--- src/rtl/bounded_deque_with_insert_core_defines.svh ---
// assertion macros for the bounded deque core
`ifndef BOUNDED_DEQUE_WITH_INSERT_CORE_DEFINES_SVH
`define BOUNDED_DEQUE_WITH_INSERT_CORE_DEFINES_SVH

`ifndef SYNTHESIS
// checked only out of reset
`define BDQ_ASSERT(lbl, prop, msg) \
  lbl: assert property (@(posedge clk) disable iff (!rst_n) prop) else $error(msg);
// checked during reset too
`define BDQ_ASSERT_ALWAYS(lbl, prop, msg) \
  lbl: assert property (@(posedge clk) prop) else $error(msg);
`else
`define BDQ_ASSERT(lbl, prop, msg)
`define BDQ_ASSERT_ALWAYS(lbl, prop, msg)
`endif

`endif

--- src/rtl/bdq_pkg.sv ---
// shared constants for the bounded deque core
package bdq_pkg;

  localparam int CAPACITY_DEF = 16;
  localparam int DATA_W       = 32;
  localparam int KIND_W       = 3;
  localparam int POS_W        = 4;
  localparam int STATUS_W     = 2;
  localparam int OUT_CNT_W    = 5;

  localparam logic [KIND_W-1:0] KIND_PUSH_FRONT = 3'd0;
  localparam logic [KIND_W-1:0] KIND_PUSH_BACK  = 3'd1;
  localparam logic [KIND_W-1:0] KIND_POP_FRONT  = 3'd2;
  localparam logic [KIND_W-1:0] KIND_POP_BACK   = 3'd3;
  localparam logic [KIND_W-1:0] KIND_INSERT     = 3'd4;

  localparam logic [STATUS_W-1:0] ST_OK     = 2'd0;
  localparam logic [STATUS_W-1:0] ST_EMPTY  = 2'd1;
  localparam logic [STATUS_W-1:0] ST_FULL   = 2'd2;
  localparam logic [STATUS_W-1:0] ST_BADIDX = 2'd3;

endpackage

--- src/rtl/bdq_if.sv ---
// request and result channel interfaces for the bounded deque core
interface bdq_in_if import bdq_pkg::*; ();
  logic                     valid;
  logic                     ready;
  logic [KIND_W-1:0]        kind;
  logic signed [DATA_W-1:0] value;
  logic [POS_W-1:0]         position;

  modport source (output valid, output kind, output value, output position, input ready);
  modport sink   (input valid, input kind, input value, input position, output ready);
endinterface

interface bdq_out_if import bdq_pkg::*; ();
  logic                     valid;
  logic                     ready;
  logic signed [DATA_W-1:0] popped_value;
  logic [STATUS_W-1:0]      status;
  logic [OUT_CNT_W-1:0]     count;

  modport source (output valid, output popped_value, output status, output count, input ready);
  modport sink   (input valid, input popped_value, input status, input count, output ready);
endinterface

--- src/rtl/bounded_deque_with_insert_core.sv ---
// Bounded deque of signed 32-bit values with push/pop at both ends and insert
// before an index. Entries live in a circular buffer in one RAM, addressed
// through a single modulo-capacity index unit, under a small sequencer that
// handles one request at a time. A refused or ignored request goes straight to
// the result; a push writes the RAM once, a pop reads it and registers the
// entry, and an insert first moves each entry behind the insert point one slot
// with one RAM read and one RAM write, then writes the new value. The result
// stays in an output register while out_ready is low, until taken; in_ready is
// high only between requests.
`include "bounded_deque_with_insert_core_defines.svh"

module bounded_deque_with_insert_core import bdq_pkg::*; #(
  parameter int CAPACITY = CAPACITY_DEF
) (
  input  logic      clk,
  input  logic      rst_n,
  bdq_in_if.sink    in_req,
  bdq_out_if.source out_rsp
);

  localparam int IDX_W = $clog2(CAPACITY);
  localparam int CNT_W = $clog2(CAPACITY + 1);
  localparam int CMP_W = (CNT_W > POS_W) ? CNT_W : POS_W;

  localparam logic [CNT_W-1:0] CAP_CNT = CNT_W'(CAPACITY);
  localparam logic [IDX_W-1:0] CAP_M1  = IDX_W'(CAPACITY - 1);
  localparam logic [IDX_W-1:0] IDX_ONE = IDX_W'(1);
  localparam logic [CNT_W-1:0] CNT_ONE = CNT_W'(1);

  typedef enum logic [6:0] {
    S_IDLE = 7'b0000001,
    S_WR   = 7'b0000010,
    S_RD   = 7'b0000100,
    S_POP  = 7'b0001000,
    S_SHR  = 7'b0010000,
    S_SHW  = 7'b0100000,
    S_OUT  = 7'b1000000
  } state_t;

  state_t                   state_r, state_nxt;
  logic [CNT_W-1:0]         count_r, count_nxt;
  logic [IDX_W-1:0]         head_r, head_nxt;
  logic [IDX_W-1:0]         off_r, off_nxt;
  logic [KIND_W-1:0]        kind_r, kind_nxt;
  logic signed [DATA_W-1:0] value_r, value_nxt;
  logic [POS_W-1:0]         pos_r, pos_nxt;
  logic signed [DATA_W-1:0] popped_r, popped_nxt;
  logic [STATUS_W-1:0]      status_r, status_nxt;

  logic [IDX_W-1:0]  addr_off;
  logic [IDX_W-1:0]  phys;
  logic              ram_we;
  logic [DATA_W-1:0] ram_wdata;
  logic              ram_re;
  logic [DATA_W-1:0] ram_rdata;
  logic              full;
  logic              empty;
  logic [CMP_W-1:0]  pos_cmp;
  logic [CMP_W-1:0]  cnt_cmp;
  logic [CMP_W-1:0]  off_dec_cmp;
  logic [IDX_W-1:0]  off_dec;
  logic [CNT_W+OUT_CNT_W-1:0] cnt_ext;

  assign full    = (count_r == CAP_CNT);
  assign empty   = (count_r == '0);
  assign off_dec = off_r - IDX_ONE;

  // every ram address and head move goes through the one index unit
  always_comb begin
    unique case (state_r)
      S_IDLE:  addr_off = CAP_M1;
      S_POP:   addr_off = IDX_ONE;
      S_SHR:   addr_off = off_dec;
      default: addr_off = off_r;
    endcase
  end

  bdq_addr #(
    .CAPACITY (CAPACITY),
    .IDX_W    (IDX_W)
  ) u_addr (
    .base (head_r),
    .off  (addr_off),
    .phys (phys)
  );

  assign ram_we    = (state_r == S_WR) || (state_r == S_SHW);
  assign ram_wdata = (state_r == S_SHW) ? ram_rdata : DATA_W'(value_r);
  assign ram_re    = (state_r == S_RD) || (state_r == S_SHR);

  bdq_ram #(
    .WIDTH (DATA_W),
    .DEPTH (CAPACITY),
    .AW    (IDX_W)
  ) u_ram (
    .clk   (clk),
    .we    (ram_we),
    .waddr (phys),
    .wdata (ram_wdata),
    .re    (ram_re),
    .raddr (phys),
    .rdata (ram_rdata)
  );

  assign pos_cmp     = CMP_W'(in_req.position);
  assign cnt_cmp     = CMP_W'(count_r);
  assign off_dec_cmp = CMP_W'(off_dec);

  always_comb begin
    state_nxt  = state_r;
    count_nxt  = count_r;
    head_nxt   = head_r;
    off_nxt    = off_r;
    kind_nxt   = kind_r;
    value_nxt  = value_r;
    pos_nxt    = pos_r;
    popped_nxt = popped_r;
    status_nxt = status_r;

    unique case (state_r)
      S_IDLE: begin
        if (in_req.valid) begin
          kind_nxt   = in_req.kind;
          value_nxt  = in_req.value;
          pos_nxt    = in_req.position;
          popped_nxt = '0;
          status_nxt = ST_OK;
          state_nxt  = S_OUT;
          unique case (in_req.kind) inside
            KIND_PUSH_FRONT: begin
              if (full) begin
                status_nxt = ST_FULL;
              end else begin
                head_nxt  = phys;
                off_nxt   = '0;
                state_nxt = S_WR;
              end
            end
            KIND_PUSH_BACK: begin
              if (full) begin
                status_nxt = ST_FULL;
              end else begin
                off_nxt   = IDX_W'(count_r);
                state_nxt = S_WR;
              end
            end
            KIND_POP_FRONT, KIND_POP_BACK: begin
              if (empty) begin
                status_nxt = ST_EMPTY;
              end else begin
                off_nxt   = (in_req.kind == KIND_POP_FRONT) ? '0 : IDX_W'(count_r - CNT_ONE);
                state_nxt = S_RD;
              end
            end
            KIND_INSERT: begin
              if (full) begin
                status_nxt = ST_FULL;
              end else if (pos_cmp >= cnt_cmp) begin
                status_nxt = ST_BADIDX;
              end else begin
                // open the gap from the back, one entry per read/write pair
                off_nxt   = IDX_W'(count_r);
                state_nxt = S_SHR;
              end
            end
            default: begin
              state_nxt = S_OUT;
            end
          endcase
        end
      end
      S_WR: begin
        count_nxt = count_r + CNT_ONE;
        state_nxt = S_OUT;
      end
      S_RD: begin
        state_nxt = S_POP;
      end
      S_POP: begin
        popped_nxt = ram_rdata;
        count_nxt  = count_r - CNT_ONE;
        if (kind_r == KIND_POP_FRONT) begin
          head_nxt = phys;
        end
        state_nxt = S_OUT;
      end
      S_SHR: begin
        state_nxt = S_SHW;
      end
      S_SHW: begin
        off_nxt = off_dec;
        if (off_dec_cmp == CMP_W'(pos_r)) begin
          state_nxt = S_WR;
        end else begin
          state_nxt = S_SHR;
        end
      end
      S_OUT: begin
        if (out_rsp.ready) begin
          state_nxt = S_IDLE;
        end
      end
      default: begin
        state_nxt = S_IDLE;
      end
    endcase
  end

  always_ff @(posedge clk) begin
    if (!rst_n) begin
      state_r <= S_IDLE;
      count_r <= '0;
      head_r  <= '0;
    end else begin
      state_r <= state_nxt;
      count_r <= count_nxt;
      head_r  <= head_nxt;
    end
  end

  always_ff @(posedge clk) begin
    off_r    <= off_nxt;
    kind_r   <= kind_nxt;
    value_r  <= value_nxt;
    pos_r    <= pos_nxt;
    popped_r <= popped_nxt;
    status_r <= status_nxt;
  end

  assign cnt_ext = {{OUT_CNT_W{1'b0}}, count_r};

  assign in_req.ready         = (state_r == S_IDLE);
  assign out_rsp.valid        = (state_r == S_OUT);
  assign out_rsp.popped_value = popped_r;
  assign out_rsp.status       = status_r;
  assign out_rsp.count        = cnt_ext[OUT_CNT_W-1:0];

  `BDQ_ASSERT(a_count_bound, count_r <= CAP_CNT, "entry count above capacity")
  `BDQ_ASSERT(a_full_status, (out_rsp.valid && status_r == ST_FULL) |-> full, "full status while not full")
  `BDQ_ASSERT(a_empty_status, (out_rsp.valid && status_r == ST_EMPTY) |-> (empty && popped_r == '0), "empty status with entries or data")
  `BDQ_ASSERT_ALWAYS(a_reset_idle, !rst_n |=> (state_r == S_IDLE && count_r == '0), "not idle and empty after reset")

endmodule

--- src/rtl/bdq_ram.sv ---
// generic simple dual-port ram with registered read
module bdq_ram #(
  parameter int WIDTH = 32,
  parameter int DEPTH = 16,
  parameter int AW    = $clog2(DEPTH)
) (
  input  logic             clk,
  input  logic             we,
  input  logic [AW-1:0]    waddr,
  input  logic [WIDTH-1:0] wdata,
  input  logic             re,
  input  logic [AW-1:0]    raddr,
  output logic [WIDTH-1:0] rdata
);

  logic [WIDTH-1:0] mem [DEPTH];

  always_ff @(posedge clk) begin
    if (we) begin
      mem[waddr] <= wdata;
    end
    if (re) begin
      rdata <= mem[raddr];
    end
  end

endmodule

--- src/rtl/bdq_addr.sv ---
// circular index unit: base plus offset modulo the capacity
module bdq_addr #(
  parameter int CAPACITY = 16,
  parameter int IDX_W    = $clog2(CAPACITY)
) (
  input  logic [IDX_W-1:0] base,
  input  logic [IDX_W-1:0] off,
  output logic [IDX_W-1:0] phys
);

  localparam logic [IDX_W:0] CAP_S = (IDX_W+1)'(CAPACITY);

  logic [IDX_W:0] sum;

  // both operands are below the capacity, so one subtract wraps
  always_comb begin
    sum = {1'b0, base} + {1'b0, off};
    if (sum >= CAP_S) begin
      phys = IDX_W'(sum - CAP_S);
    end else begin
      phys = sum[IDX_W-1:0];
    end
  end

endmodule
--- src/flat_wrapper.sv ---
// flat-port wrapper written by rule: the top's interface ports become plain ports
module bounded_deque_with_insert_core_flat import bdq_pkg::*;
#(
  parameter int CAPACITY = CAPACITY_DEF
)
  (clk, rst_n, in_req_valid, in_req_kind, in_req_value, in_req_position, in_req_ready, out_rsp_valid, out_rsp_popped_value, out_rsp_status, out_rsp_count, out_rsp_ready);
  bdq_in_if in_req_i ();
  bdq_out_if out_rsp_i ();
  input  logic clk;
  input  logic rst_n;
  input wire logic [$bits(in_req_i.valid)-1:0] in_req_valid;
  input wire logic [$bits(in_req_i.kind)-1:0] in_req_kind;
  input wire logic [$bits(in_req_i.value)-1:0] in_req_value;
  input wire logic [$bits(in_req_i.position)-1:0] in_req_position;
  output wire logic [$bits(in_req_i.ready)-1:0] in_req_ready;
  output wire logic [$bits(out_rsp_i.valid)-1:0] out_rsp_valid;
  output wire logic [$bits(out_rsp_i.popped_value)-1:0] out_rsp_popped_value;
  output wire logic [$bits(out_rsp_i.status)-1:0] out_rsp_status;
  output wire logic [$bits(out_rsp_i.count)-1:0] out_rsp_count;
  input wire logic [$bits(out_rsp_i.ready)-1:0] out_rsp_ready;
  assign in_req_i.valid = in_req_valid;
  assign in_req_i.kind = in_req_kind;
  assign in_req_i.value = in_req_value;
  assign in_req_i.position = in_req_position;
  assign in_req_ready = in_req_i.ready;
  assign out_rsp_valid = out_rsp_i.valid;
  assign out_rsp_popped_value = out_rsp_i.popped_value;
  assign out_rsp_status = out_rsp_i.status;
  assign out_rsp_count = out_rsp_i.count;
  assign out_rsp_i.ready = out_rsp_ready;
  bounded_deque_with_insert_core #(.CAPACITY(CAPACITY)) u_core (.clk(clk), .rst_n(rst_n), .in_req(in_req_i), .out_rsp(out_rsp_i));
endmodule
--- config.mk ---
export PLATFORM = sky130hd
export DESIGN_NAME = bounded_deque_with_insert_core_flat
export DESIGN_NICKNAME = d
export VERILOG_FILES = /design/src/rtl/bdq_pkg.sv /design/src/rtl/bdq_if.sv /design/src/rtl/bounded_deque_with_insert_core.sv /design/src/rtl/bdq_ram.sv /design/src/rtl/bdq_addr.sv /design/src/flat_wrapper.sv
export VERILOG_INCLUDE_DIRS = /design/src /design/src/rtl
export SDC_FILE = /design/constraint.sdc
export NUM_CORES = 1
export LEC_CHECK = 0
export BUFFER_PORTS_ARGS = -buffer_cell sky130_fd_sc_hd__buf_2
export CAP_MARGIN = 20
export CORE_ASPECT_RATIO = 1.5
export CORE_MARGIN = 2
export CORE_UTILIZATION = 50
export CTS_CLUSTER_SIZE = 10
export DETAILED_ROUTE_END_ITERATION = 10
export PLACE_DENSITY_LB_ADDON = 0.25
export SLEW_MARGIN = 20
export SYNTH_ARGS = -nofsm -noshare
export SYNTH_HDL_FRONTEND = slang
export SYNTH_SLANG_ARGS = --single-unit
--- constraint.sdc ---
create_clock -name clk -period 20.9 [get_ports clk]
set_input_delay 1.045 -clock clk [delete_from_list [all_inputs] [get_ports clk]]
set_output_delay 1.045 -clock clk [all_outputs]
set_load 0.01 [all_outputs]
# Word level (Yosys, flattened, before mapping)
# Memories as Yosys holds them, arrays and structs flattened. A register that Yosys moved wholly into a read port is not among the register bits.
# Cells that the tools add are included.
[totals]
memories = 1
ramBits = 512
output_inout_bits = 41
reg_bits = 93
[classes]
addsub = 5
n_eq_ne = 25
reduce_logical = 15
muxes = 36
n_lt_le_gt_ge = 2
[mem_list]
columns = ["memory", "depth", "width", "read_ports", "rd_ports_with_merged_regs", "wr", "line", "source"]
rows = [
  ["u_core.u_ram.mem", 16, 32, 1, 1, 1, "bdq_ram.sv:16", "logic [WIDTH-1:0] mem [DEPTH];"],
]
[ops]
columns = ["operator", "n"]
rows = [
  ["32-bit two-way mux", 2],
  ["32-bit case mux with 2 select lines", 1],
  ["4-bit two-way mux", 12],
  ["7-bit two-way mux", 6],
  ["7-bit case mux with 6 select lines", 1],
  ["7-bit case mux with 3 select lines", 1],
  ["4-bit case mux with 2 select lines", 2],
  ["4-bit case mux with 4 select lines", 1],
  ["3-bit != test (second input constant)", 5],
  ["4-bit case mux with 3 select lines", 1],
  ["5-bit case mux with 2 select lines", 1],
  ["3-bit by 2-bit equality test with 1-bit output (second input constant)", 3],
  ["8-bit AND reduction", 1],
  ["4-bit by 1-bit subtractor with 4-bit output (second input constant)", 2],
  ["7-bit by 1-bit equality test with 1-bit output (second input constant)", 1],
  ["7-bit by 2-bit equality test with 1-bit output (second input constant)", 1],
  ["7-bit by 3-bit equality test with 1-bit output (second input constant)", 1],
  ["7-bit by 4-bit equality test with 1-bit output (second input constant)", 1],
  ["7-bit by 5-bit equality test with 1-bit output (second input constant)", 1],
  ["7-bit by 6-bit equality test with 1-bit output (second input constant)", 1],
  ["7-bit equality test (second input constant)", 1],
  ["2-bit two-way mux", 3],
  ["2-bit by 1-bit != test with 1-bit output (second input constant)", 3],
  ["2-bit case mux with 3 select lines", 1],
  ["other kinds (20)", 30],
]

# Longest topological paths before layout
[depth]
word_depth = 9
ltp_mapped = 13
mapped_depth_nobuf = 11

# By module
# A second synthesis with hierarchy kept.
[hier_totals]
cells_unflattened = 1203
area_unflattened_um2 = 24721.2
[by_module_without_submodules]
columns = ["mod", "instances", "area_each_um2", "cells_per_inst"]
rows = [
  ["bdq_ram", 1, 20155.6, 838],
  ["bounded_deque_with_insert_core", 1, 4465.5, 356],
  ["bdq_addr", 1, 100.1, 9],
]

# Worst setup path before layout
# OpenSTA, ideal clock, no wires.
[synth_path]
path_type = "flip-flop to flip-flop"
from = "register u_core.state_r[0]"
to = "memory u_core.u_ram.mem[13][0], enable pin"
synth_period_minus_slack_ns = 6.734
path_buffers = 4
path_stages_with_launch = 12
arrival_time_ns = 6.231
setup_slack_ns = 14.166
cell_sequence = "dfxtp_1 or4_4 or4b_1 clkbuf_2 nor2_1 o21ai_0 ha_1 fa_1 clkbuf_1 buf_1 clkbuf_1 nor4_1"
[synth_via]
elab_chain_cells = 5
[synth_rtl]
columns = ["item", "line", "source"]
rows = [
  ["from (decl)", "bounded_deque_with_insert_core.sv:40", "state_t state_r, state_nxt;"],
  ["from (signal assigned)", "bounded_deque_with_insert_core.sv:215", "state_r <= state_nxt;"],
  ["7-bit by 5-bit equality test with 1-bit output (tied with other cells)", "bounded_deque_with_insert_core.sv:70", "unique case (state_r)"],
  ["4-bit case mux with 3 select lines", "bounded_deque_with_insert_core.sv:70", ""],
  ["4-bit by 4-bit adder with 5-bit output", "bdq_addr.sv:17", "sum = {1'b0, base} + {1'b0, off};"],
  ["4-bit by 1-bit subtractor with 4-bit output or 5-bit greater-or-equal comparator (tied branches)", "bdq_addr.sv:19, bdq_addr.sv:18", ""],
  ["4-bit two-way mux", "bdq_addr.sv:18", "if (sum >= CAP_S) begin"],
  ["to (decl)", "bdq_ram.sv:16", ""],
]
# Several ways; a longest one is shown, not always the timed one.

# Worst setup path in the final report
[layout_path]
from = "register u_core.state_r[0]"
to = "memory u_core.u_ram.mem[10][18], enable pin"
# The elaborated chain is that of the path after synthesis.

==> impl_metrics.yaml <==
drt:
  wl_mm: 51.93
  drtIter0Drc: 1035
  via_per_inst: 5.988
  drcViolationCount: 0
  ant_nets: 0
  wl_per_cell_um: 26.88
  drt-pass1-iter-count: 7
  detailroute.via_count: 11570
sta:
  grt_setup_unrepaired: "false"
  whs_ns: 0.4988
  slew_violations: 0
  maxSlewHeadroom_pct: 29.20
  skew_ns: 0.01372
  hold_viol_final: 0
  finalSetupViolCount: 0
  min_period_ns: 6.058
  fin_crit_sh_pct: 28.99
  fin_setup_tns_ns: 0
  worst_slew_pin_slew_ns: 1.058
  max_freq_mhz: 165.1
die:
  initial_core_util_pct: 50.69
  core_sq_um: 48800
  ios: 84
  die_area_sq_um: 51310
  die_h_um: 276.4
  die_w_um: 185.6
  rows: 99
placement:
  gp_congestion: 0.8181
  place_inst: 1836
  hpwl_mm: 28.11
  numPortBuffers: 83
clock_tree:
  path_clk_slew_ns: 0.05
  clock_latency_ns: 0.58
  postCtsSetupBuffers: 0
  clock-sinks: 637
  numCtsBuffers: 74
  clockRootBuffer: "clkbuf_16"
  cts_resized: 0
  cts.htree.levels: 3
  cts_hold_buf: 0
  tritoncts: "done"
  clock_path_buffers: 3
setup_path:
  crit_required_ns: 21.14
  r2r_slack_ns: 14.84
  r2r_cells: 11
  startpoint_type: "flip-flop"
  end_kind: "flip-flop"
  reg2reg_to: "u_core.u_ram.mem[10][18]"
  crit_type: "flip-flop to flip-flop"
  path_max_fanout: 52
  crit_path_start: "u_core.state_r[0]"
  arrival_ns: 6.30
  r2r-start: "u_core.state_r[0]"
  critPathCapture: "u_core.u_ram.mem[10][18]"
synth:
  syn_nets: 1162
  async_reset_ff_share_pct: 0
  synth_seq_cells: 637
  synth_cells: 1107
  synth_area_leader_cell: "edfxtp_1"
  synthTopCellsByCount: "edfxtp_1 (621), mux4_2 (128), clkbuf_1 (45)"
  synth_ff_type: "edfxtp_1"
  yosysUniqueCellTypes: 59
  synth_area_sq_um: 24740
  synth_warnings: 0
  synth.area.top_cells: "edfxtp_1 (75%), mux4_2 (12%), mux4_1 (3.4%), mux2_2 (1.5%), dfxtp_1 (1.3%)"
  yosysMostFrequentCell: "edfxtp_1"
  syn_avg_cell_area_sq_um: 22.35
  seq_area_frac_synth_pct: 76.67
  synth.top_cell.area_share_pct: 75.38
  synth_edf_count: 621
layout:
  stdcell_count: 1932
  fill_cells: 3498
  drive_above_1_share_pct: 31.14
  nets: 1311
  area_growth_pct: 14.31
  ff_latch_area_sq_um: 18970
  multi_input_area_sq_um: 5649
global_route:
  grt_max_degree: 53
  grt_overflow: 0
  grt_pass1_wl_mm: 76.97
  grt_pass1_vias: 11990
  antenna_found_initial: 1
  grt_util_all_layers_pct: 20.82
run_status:
  status: "finished clean"
pwr:
  power.leakage_uw: 0.009259
  peakVddDrop_v: 0.00006924
  finalPower_uw: 3384
  power_density_nw_per_um2: 119.7
hold_path:
  hp-class: "flip-flop to flip-flop"
run:
  maxCapViolCount: 0
-- flip-flops by register name, summed over array words and instances (netlist names) --
register / cells
u_core.pos_r: 4
u_core.value_r: 32
u_core.u_ram.rdata: 32
u_core.state_r: 7
u_core.out_rsp.count: 5
u_core.out_rsp.status: 2
u_core.kind_r: 3
u_core.off_r: 4
u_core.u_ram.mem: 512
u_core.head_r: 4
u_core.out_rsp.popped_value: 32
-- where the power goes --
group	internal [uW]	switching [uW]	leakage, uW
Combinational	386	386	0.00249
Sequential	1470	8.92	0.00576
Clock	675	455	0.00100
-- cell usage in the layout (no fill, tap or decap), types with 3 or more instances in the layout --
| cell | Yosys | final |
|---|---|---|
| nor3_2 | 0 | 9 |
| xnor2_1 | 10 | 10 |
| buf_2 | 1 | 83 |
| xor2_1 | 7 | 6 |
| mux4_1 | 32 | 32 |
| nand3_1 | 5 | 4 |
| clkinv_1 | 2 | 4 |
| or3_1 | 4 | 4 |
| mux2_2 | 32 | 32 |
| nor4_2 | 1 | 7 |
| nor2_1 | 23 | 23 |
| inv_1 | 10 | 9 |
| a21oi_1 | 9 | 9 |
| nand2b_1 | 9 | 9 |
| nand2_1 | 21 | 20 |
| buf_4 | 0 | 43 |
| dfxtp_1 | 16 | 16 |
| clkbuf_1 | 45 | 12 |
| clkbuf_16 | 0 | 78 |
| o31ai_1 | 3 | 3 |
| and2_1 | 32 | 32 |
| nor3_1 | 14 | 5 |
| mux4_2 | 128 | 128 |
| o21ai_0 | 13 | 13 |
| ha_1 | 11 | 10 |
| edfxtp_1 | 621 | 621 |
-- kinds of logic after synthesis --
group / synth area share [%]
flops: 76.67
mux: 16.59
simple gates: 2.944
buf+inv: 1.118
compound gates: 1.371
xor+xnor: 0.6676
fa+ha+maj: 0.6373
-- metal layers --
layer	GRT usage, %	vias to the layer above	wire length (um)
li1	-	4927	-
met1	27.86	6166	20830
met2	35.26	414	26910
met3	3.714	61	3210
met4	5.835	0	972
met5	0	-	0
-- per-stage QoR --
stage	area, sq um	setup WS (ns)	util, %
floorplan	24740	14.17	-
global placement	26220	14.86	53.73
detailed placement	26220	14.86	53.73
CTS	28280	14.81	57.94
global route	28280	14.55	57.94
finish	28280	14.84	57.94
-- worst max-delay path: stages (launching register included) --
cell     delay, ns
dfxtp_1       0.36
or4_4         0.57
or4b_1        0.66
nor2_1        0.14
o21ai_0       0.14
ha_4          0.21
fa_4          1.23
buf_4         0.68
buf_4         0.73
nand2_1       0.31
nor3_2        0.25
buf_4         0.35
-- worst min path at each step --
stage                     startpoint          endpoint  slack [ns]  depth (start not counted)
finish              u_core.head_r[3]  u_core.head_r[3]        0.50                          2
global placement    u_core.head_r[3]  u_core.head_r[3]        0.47                          2
CTS                 u_core.head_r[3]  u_core.head_r[3]        0.50                          2
floorplan           u_core.head_r[3]  u_core.head_r[3]        0.46                          2
global route        u_core.head_r[3]  u_core.head_r[3]        0.52                          2
detailed placement  u_core.head_r[3]  u_core.head_r[3]        0.49                          2
-- cell type report --
class | count | area share (%)
sequential | 637 | 67.07
multi-input combinational | 405 | 19.98
antenna | 1 | 0.008849
inverter | 12 | 0.1593
clock inverter | 5 | 0.2079
tap | 656 | 2.902
timing repair buffer | 126 | 2.610
clock buffer | 90 | 7.061
(Power assumes the default switching activity.)
